--- src/hdl/gic_pkg.sv ---
// Shared types and constants of the gamepad input conditioner.
`default_nettype none
package gic_pkg;

    localparam logic [7:0]  TRIG_THRESH_RESET = 8'd20;
    localparam logic [16:0] DZ_FULL           = 17'd65536;
    localparam logic [16:0] P_ONE             = 17'd65536;
    localparam logic [14:0] Q_MAX             = 15'd32767;

    // register indexes
    localparam logic REG_TRIG_THRESH = 1'b0;
    localparam logic REG_STICK_DZ    = 1'b1;

    // trigger flag bit positions
    localparam int FLAG_HELD     = 0;
    localparam int FLAG_PRESSED  = 1;
    localparam int FLAG_RELEASED = 2;

    typedef enum logic [9:0] {
        ST_IDLE = 10'b00_0000_0001,
        ST_SQ   = 10'b00_0000_0010,
        ST_SUM  = 10'b00_0000_0100,
        ST_ROOT = 10'b00_0000_1000,
        ST_CHK  = 10'b00_0001_0000,
        ST_PDIV = 10'b00_0010_0000,
        ST_MUL  = 10'b00_0100_0000,
        ST_PREP = 10'b00_1000_0000,
        ST_AXIS = 10'b01_0000_0000,
        ST_DONE = 10'b10_0000_0000
    } stick_state_t;

    typedef struct packed {
        logic start;
        logic ack;
    } stick_ctrl_t;

    typedef struct packed {
        logic        done;
        logic [15:0] out_x;
        logic [15:0] out_y;
    } stick_stat_t;

endpackage
`default_nettype wire

--- src/hdl/gic_isqrt.sv ---
// Bit-serial integer square root of S * 2^32, two radicand bits per cycle.
`default_nettype none
module gic_isqrt (
    input  wire logic        clk,
    input  wire logic        rst_n,
    input  wire logic        start,
    input  wire logic [31:0] radicand,
    output logic             done,
    output logic [31:0]      root
);
    logic [33:0] rem_reg, rem_next;
    logic [31:0] root_reg, root_next;
    logic [31:0] rad_reg, rad_next;
    logic [4:0]  cnt_reg, cnt_next;
    logic        run_reg, run_next;
    logic        done_reg, done_next;
    logic [35:0] rem_sh;
    logic [35:0] trial;
    logic        ge;

    always_comb
    begin
        rem_sh    = {rem_reg, rad_reg[31:30]};
        trial     = {2'b00, root_reg, 2'b01};
        ge        = (rem_sh >= trial);
        rem_next  = rem_reg;
        root_next = root_reg;
        rad_next  = rad_reg;
        cnt_next  = cnt_reg;
        run_next  = run_reg;
        done_next = 1'b0;
        if (start)
        begin
            rem_next  = '0;
            root_next = '0;
            rad_next  = radicand;
            cnt_next  = '0;
            run_next  = 1'b1;
        end
        else if (run_reg)
        begin
            rem_next  = ge ? 34'(rem_sh - trial) : rem_sh[33:0];
            root_next = {root_reg[30:0], ge};
            // low half of the radicand is zero
            rad_next  = {rad_reg[29:0], 2'b00};
            cnt_next  = cnt_reg + 5'd1;
            if (cnt_reg == 5'd31)
            begin
                run_next  = 1'b0;
                done_next = 1'b1;
            end
        end
    end

    always_ff @(posedge clk or negedge rst_n)
    begin
        if (!rst_n)
        begin
            run_reg  <= 1'b0;
            done_reg <= 1'b0;
            cnt_reg  <= '0;
        end
        else
        begin
            run_reg  <= run_next;
            done_reg <= done_next;
            cnt_reg  <= cnt_next;
        end
    end

    always_ff @(posedge clk)
    begin
        rem_reg  <= rem_next;
        root_reg <= root_next;
        rad_reg  <= rad_next;
    end

    assign done = done_reg;
    assign root = root_reg;
endmodule
`default_nettype wire

--- src/hdl/gic_stick.sv ---
// Scaled radial deadzone of one stick: root, scale divide and two axis divides.
`default_nettype none
module gic_stick (
    input  wire logic               clk,
    input  wire logic               rst_n,
    input  wire gic_pkg::stick_ctrl_t ctrl,
    input  wire logic signed [15:0] x,
    input  wire logic signed [15:0] y,
    input  wire logic [16:0]        dz,
    output gic_pkg::stick_stat_t    stat
);
    import gic_pkg::*;

    stick_state_t state_reg, state_next;

    logic signed [15:0] x_reg, y_reg;
    logic [16:0] dz_reg;
    logic [30:0] xx_reg, yy_reg;
    logic [31:0] lim_reg, dd_reg;
    logic [23:0] r8_reg;
    logic [32:0] rr_reg;
    logic [16:0] q_reg, p_reg;
    logic [4:0]  cnt_reg;
    logic [39:0] numx_reg, numy_reg;
    logic [24:0] remx_reg, remy_reg;
    logic [14:0] shx_reg, shy_reg, qx_reg, qy_reg;
    logic        satx_reg, saty_reg;
    logic [15:0] outx_reg, outy_reg;

    logic        sq_start;
    logic        sq_done;
    logic [31:0] sq_root;

    logic signed [31:0] xx_full, yy_full;
    logic [31:0] s_sum;
    logic [16:0] dz_rest;
    logic [31:0] r_trunc, n1;
    logic        p_ge;
    logic [32:0] p_sub;
    logic [16:0] pq;
    logic [16:0] magx, magy;
    logic [33:0] mx, my;
    logic [24:0] rshx, rshy, r8_ext;
    logic        gex, gey;

    // final quotient including the last bit taken this cycle, or Q_MAX when saturated
    function automatic logic [15:0] satx_or(input logic sat, input logic [14:0] q,
                                            input logic lastbit);
        logic [15:0] r;
        r = sat ? {1'b0, Q_MAX} : {1'b0, q[13:0], lastbit};
        return r;
    endfunction

    gic_isqrt u_isqrt (
        .clk      (clk),
        .rst_n    (rst_n),
        .start    (sq_start),
        .radicand (s_sum),
        .done     (sq_done),
        .root     (sq_root)
    );

    always_comb
    begin
        xx_full = x_reg * x_reg;
        yy_full = y_reg * y_reg;
        s_sum   = {1'b0, xx_reg} + {1'b0, yy_reg};
        dz_rest = DZ_FULL - dz_reg;
        r_trunc = {sq_root[31:8], 8'h00};
        n1      = (r_trunc > lim_reg) ? (r_trunc - lim_reg) : 32'd0;
        p_ge    = (rr_reg >= {1'b0, dd_reg});
        p_sub   = p_ge ? (rr_reg - {1'b0, dd_reg}) : rr_reg;
        pq      = {q_reg[15:0], p_ge};
        magx    = x_reg[15] ? 17'(-{x_reg[15], x_reg}) : {1'b0, x_reg};
        magy    = y_reg[15] ? 17'(-{y_reg[15], y_reg}) : {1'b0, y_reg};
        mx      = magx * p_reg;
        my      = magy * p_reg;
        r8_ext  = {1'b0, r8_reg};
        rshx    = {remx_reg[23:0], shx_reg[14]};
        rshy    = {remy_reg[23:0], shy_reg[14]};
        gex     = (rshx >= r8_ext);
        gey     = (rshy >= r8_ext);
        sq_start   = 1'b0;
        state_next = state_reg;
        unique case (state_reg)
            ST_IDLE: if (ctrl.start) state_next = ST_SQ;
            ST_SQ:   state_next = ST_SUM;
            ST_SUM:
            begin
                if (dz_reg >= DZ_FULL || s_sum == 32'd0)
                    state_next = ST_DONE;
                else
                begin
                    state_next = ST_ROOT;
                end
            end
            ST_ROOT:
            begin
                sq_start = 1'b0;
                if (sq_done) state_next = ST_CHK;
            end
            ST_CHK:
            begin
                if (sq_root < lim_reg)
                    state_next = ST_DONE;
                else if ({1'b0, n1} >= {dd_reg, 1'b0})
                    state_next = ST_MUL;
                else
                    state_next = ST_PDIV;
            end
            ST_PDIV: if (cnt_reg == 5'd0) state_next = ST_MUL;
            ST_MUL:  state_next = ST_PREP;
            ST_PREP: state_next = ST_AXIS;
            ST_AXIS: if (cnt_reg == 5'd0) state_next = ST_DONE;
            ST_DONE: if (ctrl.ack) state_next = ST_IDLE;
            default: state_next = ST_IDLE;
        endcase
        if (state_reg == ST_SUM && state_next == ST_ROOT)
            sq_start = 1'b1;
    end

    always_ff @(posedge clk or negedge rst_n)
    begin
        if (!rst_n)
            state_reg <= ST_IDLE;
        else
            state_reg <= state_next;
    end

    always_ff @(posedge clk)
    begin
        unique case (state_reg)
            ST_IDLE:
            begin
                if (ctrl.start)
                begin
                    x_reg  <= x;
                    y_reg  <= y;
                    dz_reg <= dz;
                end
            end
            ST_SQ:
            begin
                xx_reg <= xx_full[30:0];
                yy_reg <= yy_full[30:0];
            end
            ST_SUM:
            begin
                lim_reg  <= {dz_reg[16:0], 15'd0} - {15'd0, dz_reg};
                dd_reg   <= {dz_rest, 15'd0} - {15'd0, dz_rest};
                outx_reg <= '0;
                outy_reg <= '0;
            end
            ST_ROOT: ;
            ST_CHK:
            begin
                r8_reg  <= sq_root[31:8];
                rr_reg  <= {1'b0, n1};
                q_reg   <= '0;
                p_reg   <= P_ONE;
                cnt_reg <= 5'd16;
            end
            ST_PDIV:
            begin
                rr_reg  <= {p_sub[31:0], 1'b0};
                q_reg   <= pq;
                cnt_reg <= cnt_reg - 5'd1;
                if (cnt_reg == 5'd0)
                    p_reg <= (pq > P_ONE) ? P_ONE : pq;
            end
            ST_MUL:
            begin
                numx_reg <= {mx[32:0], 7'd0} + {17'd0, r8_reg[23:1]};
                numy_reg <= {my[32:0], 7'd0} + {17'd0, r8_reg[23:1]};
            end
            ST_PREP:
            begin
                satx_reg <= (numx_reg >= {1'b0, r8_reg, 15'd0});
                saty_reg <= (numy_reg >= {1'b0, r8_reg, 15'd0});
                remx_reg <= numx_reg[39:15];
                remy_reg <= numy_reg[39:15];
                shx_reg  <= numx_reg[14:0];
                shy_reg  <= numy_reg[14:0];
                qx_reg   <= '0;
                qy_reg   <= '0;
                cnt_reg  <= 5'd14;
            end
            ST_AXIS:
            begin
                remx_reg <= gex ? (rshx - r8_ext) : rshx;
                remy_reg <= gey ? (rshy - r8_ext) : rshy;
                qx_reg   <= {qx_reg[13:0], gex};
                qy_reg   <= {qy_reg[13:0], gey};
                shx_reg  <= {shx_reg[13:0], 1'b0};
                shy_reg  <= {shy_reg[13:0], 1'b0};
                cnt_reg  <= cnt_reg - 5'd1;
            end
            ST_DONE: ;
            default: ;
        endcase
        // apply sign once the axis quotients are complete
        if (state_reg == ST_AXIS && cnt_reg == 5'd0)
        begin
            outx_reg <= x_reg[15] ? 16'(-satx_or(satx_reg, qx_reg, gex))
                                  : satx_or(satx_reg, qx_reg, gex);
            outy_reg <= y_reg[15] ? 16'(-satx_or(saty_reg, qy_reg, gey))
                                  : satx_or(saty_reg, qy_reg, gey);
        end
    end

    assign stat.done  = (state_reg == ST_DONE);
    assign stat.out_x = outx_reg;
    assign stat.out_y = outy_reg;
endmodule
`default_nettype wire

--- config.mk ---
export PLATFORM = sky130hd
export DESIGN_NAME = gic_stick
export DESIGN_NICKNAME = d
export VERILOG_FILES = /design/src/hdl/gic_pkg.sv /design/src/hdl/gic_isqrt.sv /design/src/hdl/gic_stick.sv
export SDC_FILE = /design/constraint.sdc
export NUM_CORES = 2
export LEC_CHECK = 0
export BUFFER_PORTS_ARGS = -buffer_cell sky130_fd_sc_hd__buf_2
export CAP_MARGIN = 0
export CORE_AREA = 4 4 403 405
export DETAILED_ROUTE_END_ITERATION = 16
export DIE_AREA = 0 0 407 409
export GPL_ROUTABILITY_DRIVEN = 0
export PLACE_DENSITY = 0.64
export SYNTH_ARGS = -nofsm -noshare
export SYNTH_HDL_FRONTEND = slang
export SYNTH_SLANG_ARGS = --single-unit
--- constraint.sdc ---
create_clock -name clk -period 20.5 [get_ports clk]
set_input_delay 2.05 -clock clk [delete_from_list [all_inputs] [get_ports clk]]
set_output_delay 2.05 -clock clk [all_outputs]
set_load 0.03 [all_outputs]
* Word level (Yosys, flattened, before mapping)
Cells that the tools add are included.
** Operators by class
- Mux-type cells :: 46
- $mul :: 4
- Equality and inequality tests :: 13
- Reductions and logical operators :: 13
- Order comparisons :: 11
- Add/sub/neg operators :: 17
** Operators with widths (count)
- two-way mux 32 bit :: 4
- one-hot mux 10 bit (10 select lines) :: 1
- one-hot mux 24 bit (2 select lines) :: 2
- adder 40 x 23 -> 40 bit :: 2
- greater-or-equal comparator 40 x 39 -> 1 bit :: 2
- two-way mux 16 bit :: 5
- two-way mux 10 bit :: 7
- two-way mux 17 bit :: 4
- multiplier 17 x 17 -> 33 bit :: 2
- one-hot mux 33 bit (2 select lines) :: 1
- subtractor 32 x 17 -> 32 bit :: 2
- subtractor 32 bit :: 2
- multiplier 16 x 16 -> 31 bit :: 2
- one-hot mux 15 bit (2 select lines) :: 2
- one-hot mux 14 bit (2 select lines) :: 2
- greater-or-equal comparator 25 x 24 -> 1 bit :: 2
- two-way mux 24 bit :: 2
- subtractor 24 bit :: 2
- greater-or-equal comparator 36 x 34 -> 1 bit :: 1
- two-way mux 34 bit :: 1
- negation 17 bit :: 2
- one-hot mux 17 bit (2 select lines) :: 1
- subtractor 34 bit :: 1
- greater-or-equal comparator 32 x 33 -> 1 bit :: 1
- other kinds (36) :: 51
** Word-level totals
- Output and inout bits :: 33
- Word-level logic and storage cells :: 135
- Flip-flop bits (word level) :: 605
- Input bits :: 53

* Logic depth before layout (Yosys ltp)
- Depth in word-level cells :: 10
- Gate-level depth with buffers :: 36
- Mapped depth without buffers :: 35

* Cells and area by module
A second synthesis with hierarchy kept.
** Second synthesis, totals
- Cell total of the unflattened synthesis :: 7788
- Area total of the unflattened synthesis :: 73317.8 um^2
** By module, submodules not included
- gic_stick :: seq. area each 14455.1 um^2, times used 1, cells each 7119, area an instance 67128.1 um^2
- gic_isqrt :: seq. area each 2457.4 um^2, times used 1, cells each 669, area an instance 6189.7 um^2

* Least setup slack after synthesis
Ideal clock, no wire load.
- Path type :: flip-flop to flip-flop
- Start point :: register x_reg[0]
- End point :: register numx_reg[39] (data pin)
- Clock period less this slack :: 8.680 ns
- Path slack :: 11.820 ns
- Buffers on the path :: 3
- Setup time :: 0.260 ns
- Required time :: 20.240 ns
- Stages on the path, launching flop included :: 33
- Arrival time :: 8.420 ns
- Cell sequence :: edfxtp_1 > inv_1 > clkbuf_1 > ha_1 > nand2_1 > o31ai_1 > nand2_1 > nor3_1 > nand3b_1 > xor2_1 > clkbuf_1 > nand2_1 > fa_1 > fa_1 > inv_1 > fa_1 > fa_1 > fa_1 > inv_1 > fa_1 > inv_1 > ha_1 > clkbuf_1 > a21oi_1 > o21ai_0 > nand2_1 > o21ai_0 > a311oi_1 > and4_1 > nand3b_1 > nor4b_1 > nand3_1 > xnor2_1
** Between the ends
- Longest elaborated chain between the ends :: 4
** Ends and longest elaborated chain
- start: declaration :: RTL line gic_stick.sv:16 : logic signed [15:0] x_reg, y_reg;
- start signal: assignment :: RTL line gic_stick.sv:137 : x_reg <= x;
- negation 17 bit :: RTL line gic_stick.sv:74 : magx = x_reg[15] ? 17'(-{x_reg[15], x_reg}) : {1'b0, x_reg};
- two-way mux 17 bit (*) :: RTL line gic_stick.sv:74
- multiplier 17 x 17 -> 33 bit (*) :: RTL line gic_stick.sv:76 : mx = magx * p_reg;
- adder 40 x 23 -> 40 bit (*) :: RTL line gic_stick.sv:173 : numx_reg <= {mx[32:0], 7'd0} + {17'd0, r8_reg[23:1]};
- end signal: assignment :: RTL line gic_stick.sv:173
- end: declaration :: RTL line gic_stick.sv:24 : logic [39:0] numx_reg, numy_reg;
Every way passes the cells marked *; elsewhere a longest branch is shown, timed or not.
A chain may end at the register's enable or synchronous reset.

* Final worst setup path
- Start point :: register x_reg[15]
- End point :: register numx_reg[39] (data pin)
Same word-level chain as after synthesis.

==> results.py <==
metrics = {
    "cts": {
        "cts_tree": "yes",
        "cts_made_buffers": 76,
        "post_cts_buffers": 0,
        "cts-root-buf": "clkbuf_16",
        "numClockSinks": 588,
        "h-tree-depth": 3,
        "clkTransAtPathRegs_ps": 60,
        "clock_path_buffers": 3,
        "hold_buffers": 0,
        "clock_latency_ps": 720,
        "post_cts_resized": 0,
    },
    "layout": {
        "final_common_cell": "inv_1",
        "synthToLayoutAreaGrowth_pct": 7.67,
        "largest_reg_flops": 40,
        "multi_input_area_sq_um": 49700,
        "n_fill_cell": 14543,
        "layout_common_cells": "1393 x inv_1, 917 x fa_1, 755 x nand2_1",
        "drive_above_1_share_pct": 5.36,
        "fin_nets": 9314,
        "final-seq-area_sq_um": 16900,
    },
    "global_routing": {
        "antenna_found_initial": 6,
        "grt_pass1_wl_um": 306000,
        "grt_util_all_layers_pct": 23.3,
        "grt_overflow": 0,
        "grt_pass1_vias": 55262,
        "grt_max_degree": 73,
    },
    "timing": {
        "hold_viol": 0,
        "skew_ps": 51.2,
        "fin_tns_setup_ps": 0,
        "min_period_ps": 10060,
        "setup_viol": 0,
        "slew_viol_final": 0,
        "tightest_slew_ps": 1180,
        "rsz0062_at_grt": "false",
        "slew-limit-headroom_pct": 21.6,
        "period_share_pct": 49.1,
        "fmax_mhz": 99.4,
    },
    "logic_synthesis": {
        "ys_ff_latch": 588,
        "synth-async-reset-ratio_pct": 2.89,
        "syn_inst": 7632,
        "synthFlopType": "edfxtp_1",
        "synth-edff-count": 505,
        "synth.top_cell.area_share_pct": 25.3,
        "synth.yosys.seq_area_share_pct": 23.3,
        "syn_area_per_cell_sq_um": 9.52,
        "synth_area_leaders": "fa_1 25%, edfxtp_1 21%, ha_1 12%, inv_1 7.2%, nand2_1 3.9%",
        "syn_area_sq_um": 72600,
        "yosysWarnings": 0,
        "synth.distinct_cells": 90,
        "synth_top_cell_by_area": "fa_1",
    },
    "min_path": {
        "min_delay_path_depth": 0,
        "min-delay-start": "r8_reg[4]",
        "hp-class": "flip-flop to flip-flop",
    },
    "detailed_routing": {
        "vias_per_cell": 5.44,
        "first_pass_iters": 6,
        "drt_wl_total_um": 191000,
        "initialDrtViolationCount": 3771,
        "drc_errors": 0,
        "wl_per_cell_um": 19.5,
        "postRouteAntennaNets": 0,
        "vias": 53336,
    },
    "outcome": {
        "status": "finished clean",
    },
    "die": {
        "fp.coreArea_sq_um": 158000,
        "start_util_pct": 45.9,
        "io_pins": 86,
        "dieArea_sq_um": 166000,
        "std_cell_rows": 146,
        "die_x_um": 407,
        "fp.dieH_um": 409,
    },
    "setup_path": {
        "timing.setup.critical_path_class": "flip-flop to flip-flop",
        "end_kind": "flip-flop",
        "crit_path_start": "x_reg[15]",
        "crit_arrival_ps": 10520,
        "timing.rr.start": "x_reg[15]",
        "slowest_stage": "clkinv_1",
        "path_common_cell": "fa_1",
        "worstPathMaxFanout": 49,
        "critPathLaunchType": "flip-flop",
        "crit_required_ps": 20960,
        "reg2regPathDepth": 34,
        "max_stage_delay_ps": 720,
    },
    "placement": {
        "port_buffers": 85,
        "hpwl_um": 151000,
    },
    "job": {
        "maxCapViolations": 0,
    },
}
[cell type report]
class	count	share of cell area (%)
Antenna cell	2	0.00640
Clock inverter	51	0.760
Timing Repair Buffer	174	1.40
Inverter	1404	6.74
Tap cell	2072	3.31
Sequential cell	588	21.6
Clock buffer	91	2.59
Multi-Input combinational cell	5423	63.6
[worst paths after layout]
kind / to / slack, ps
worst min register to register: numx_reg[3] / 450
min in group asynchronous: state_reg[2] / 1280
worst max register to register: numx_reg[39] / 10440
max in group asynchronous: u_isqrt.run_reg / 18880
worst max-delay path: numx_reg[39] / 10440
worst min-delay path: numx_reg[3] / 450
[Yosys cell counts, types with 58 or more instances]
library cell  instances
xnor2_1             311
a21oi_1             312
fa_1                917
mux2i_1             110
a21o_1              156
and2_1              404
nor2_1              440
o21ai_0             251
dfxtp_1              66
nor2b_1              61
ha_1                677
clkbuf_1            223
nand2_1             758
inv_1              1394
nand3_1              58
nor3_1               97
edfxtp_1            505
xor2_1              133
nand2b_1             70
[layer usage]
layer / global-route usage (%) / vias up / part of all wire, %
met1: 30.4 / 26587 / 42
met5: 0 / - / 0.014
met4: 9.69 / 4 / 4.7
met3: 3.47 / 402 / 5.9
li1: - / 24801 / -
met2: 38.8 / 1542 / 48
[per-stage QoR]
step	util, %	setup WS, ps	instance area [sq um]	hold slack (ps)	std cells
floorplan	-	11820	72800	426	7662
global placement	47.7	10660	75600	438	9661
detailed placement	47.7	10520	75600	440	9661
CTS	49.4	10480	78200	450	9803
global route	49.4	9710	78200	464	9803
finish	49.4	10440	78200	448	9805
[kinds of logic after synthesis]
| logic type | count (synthesis) | synth area share [%] |
|---|---|---|
| adder cells (fa/ha/maj) | 1594 | 36.9 |
| flip-flops | 588 | 23.3 |
| XOR/XNOR | 444 | 5.35 |
| multiplexers | 140 | 1.98 |
| AND/OR/NAND/NOR | 2132 | 14.2 |
| buffers and inverters | 1651 | 8.59 |
| AO/OA/AOI/OAI | 1081 | 9.66 |
| other | 2 | 0.0103 |
[critical path, delay by kind of cell, from the launching register on]
family          cells  cell delay [ps]
xor+xnor            3              330
buf+inv             7             1600
compound gates      4             1050
simple gates       12             2760
flops               1              320
fa+ha+maj           8             3770
Power is not shown: default switching activity piles up to over one toggle a cycle in this logic, so the estimate is an artifact.
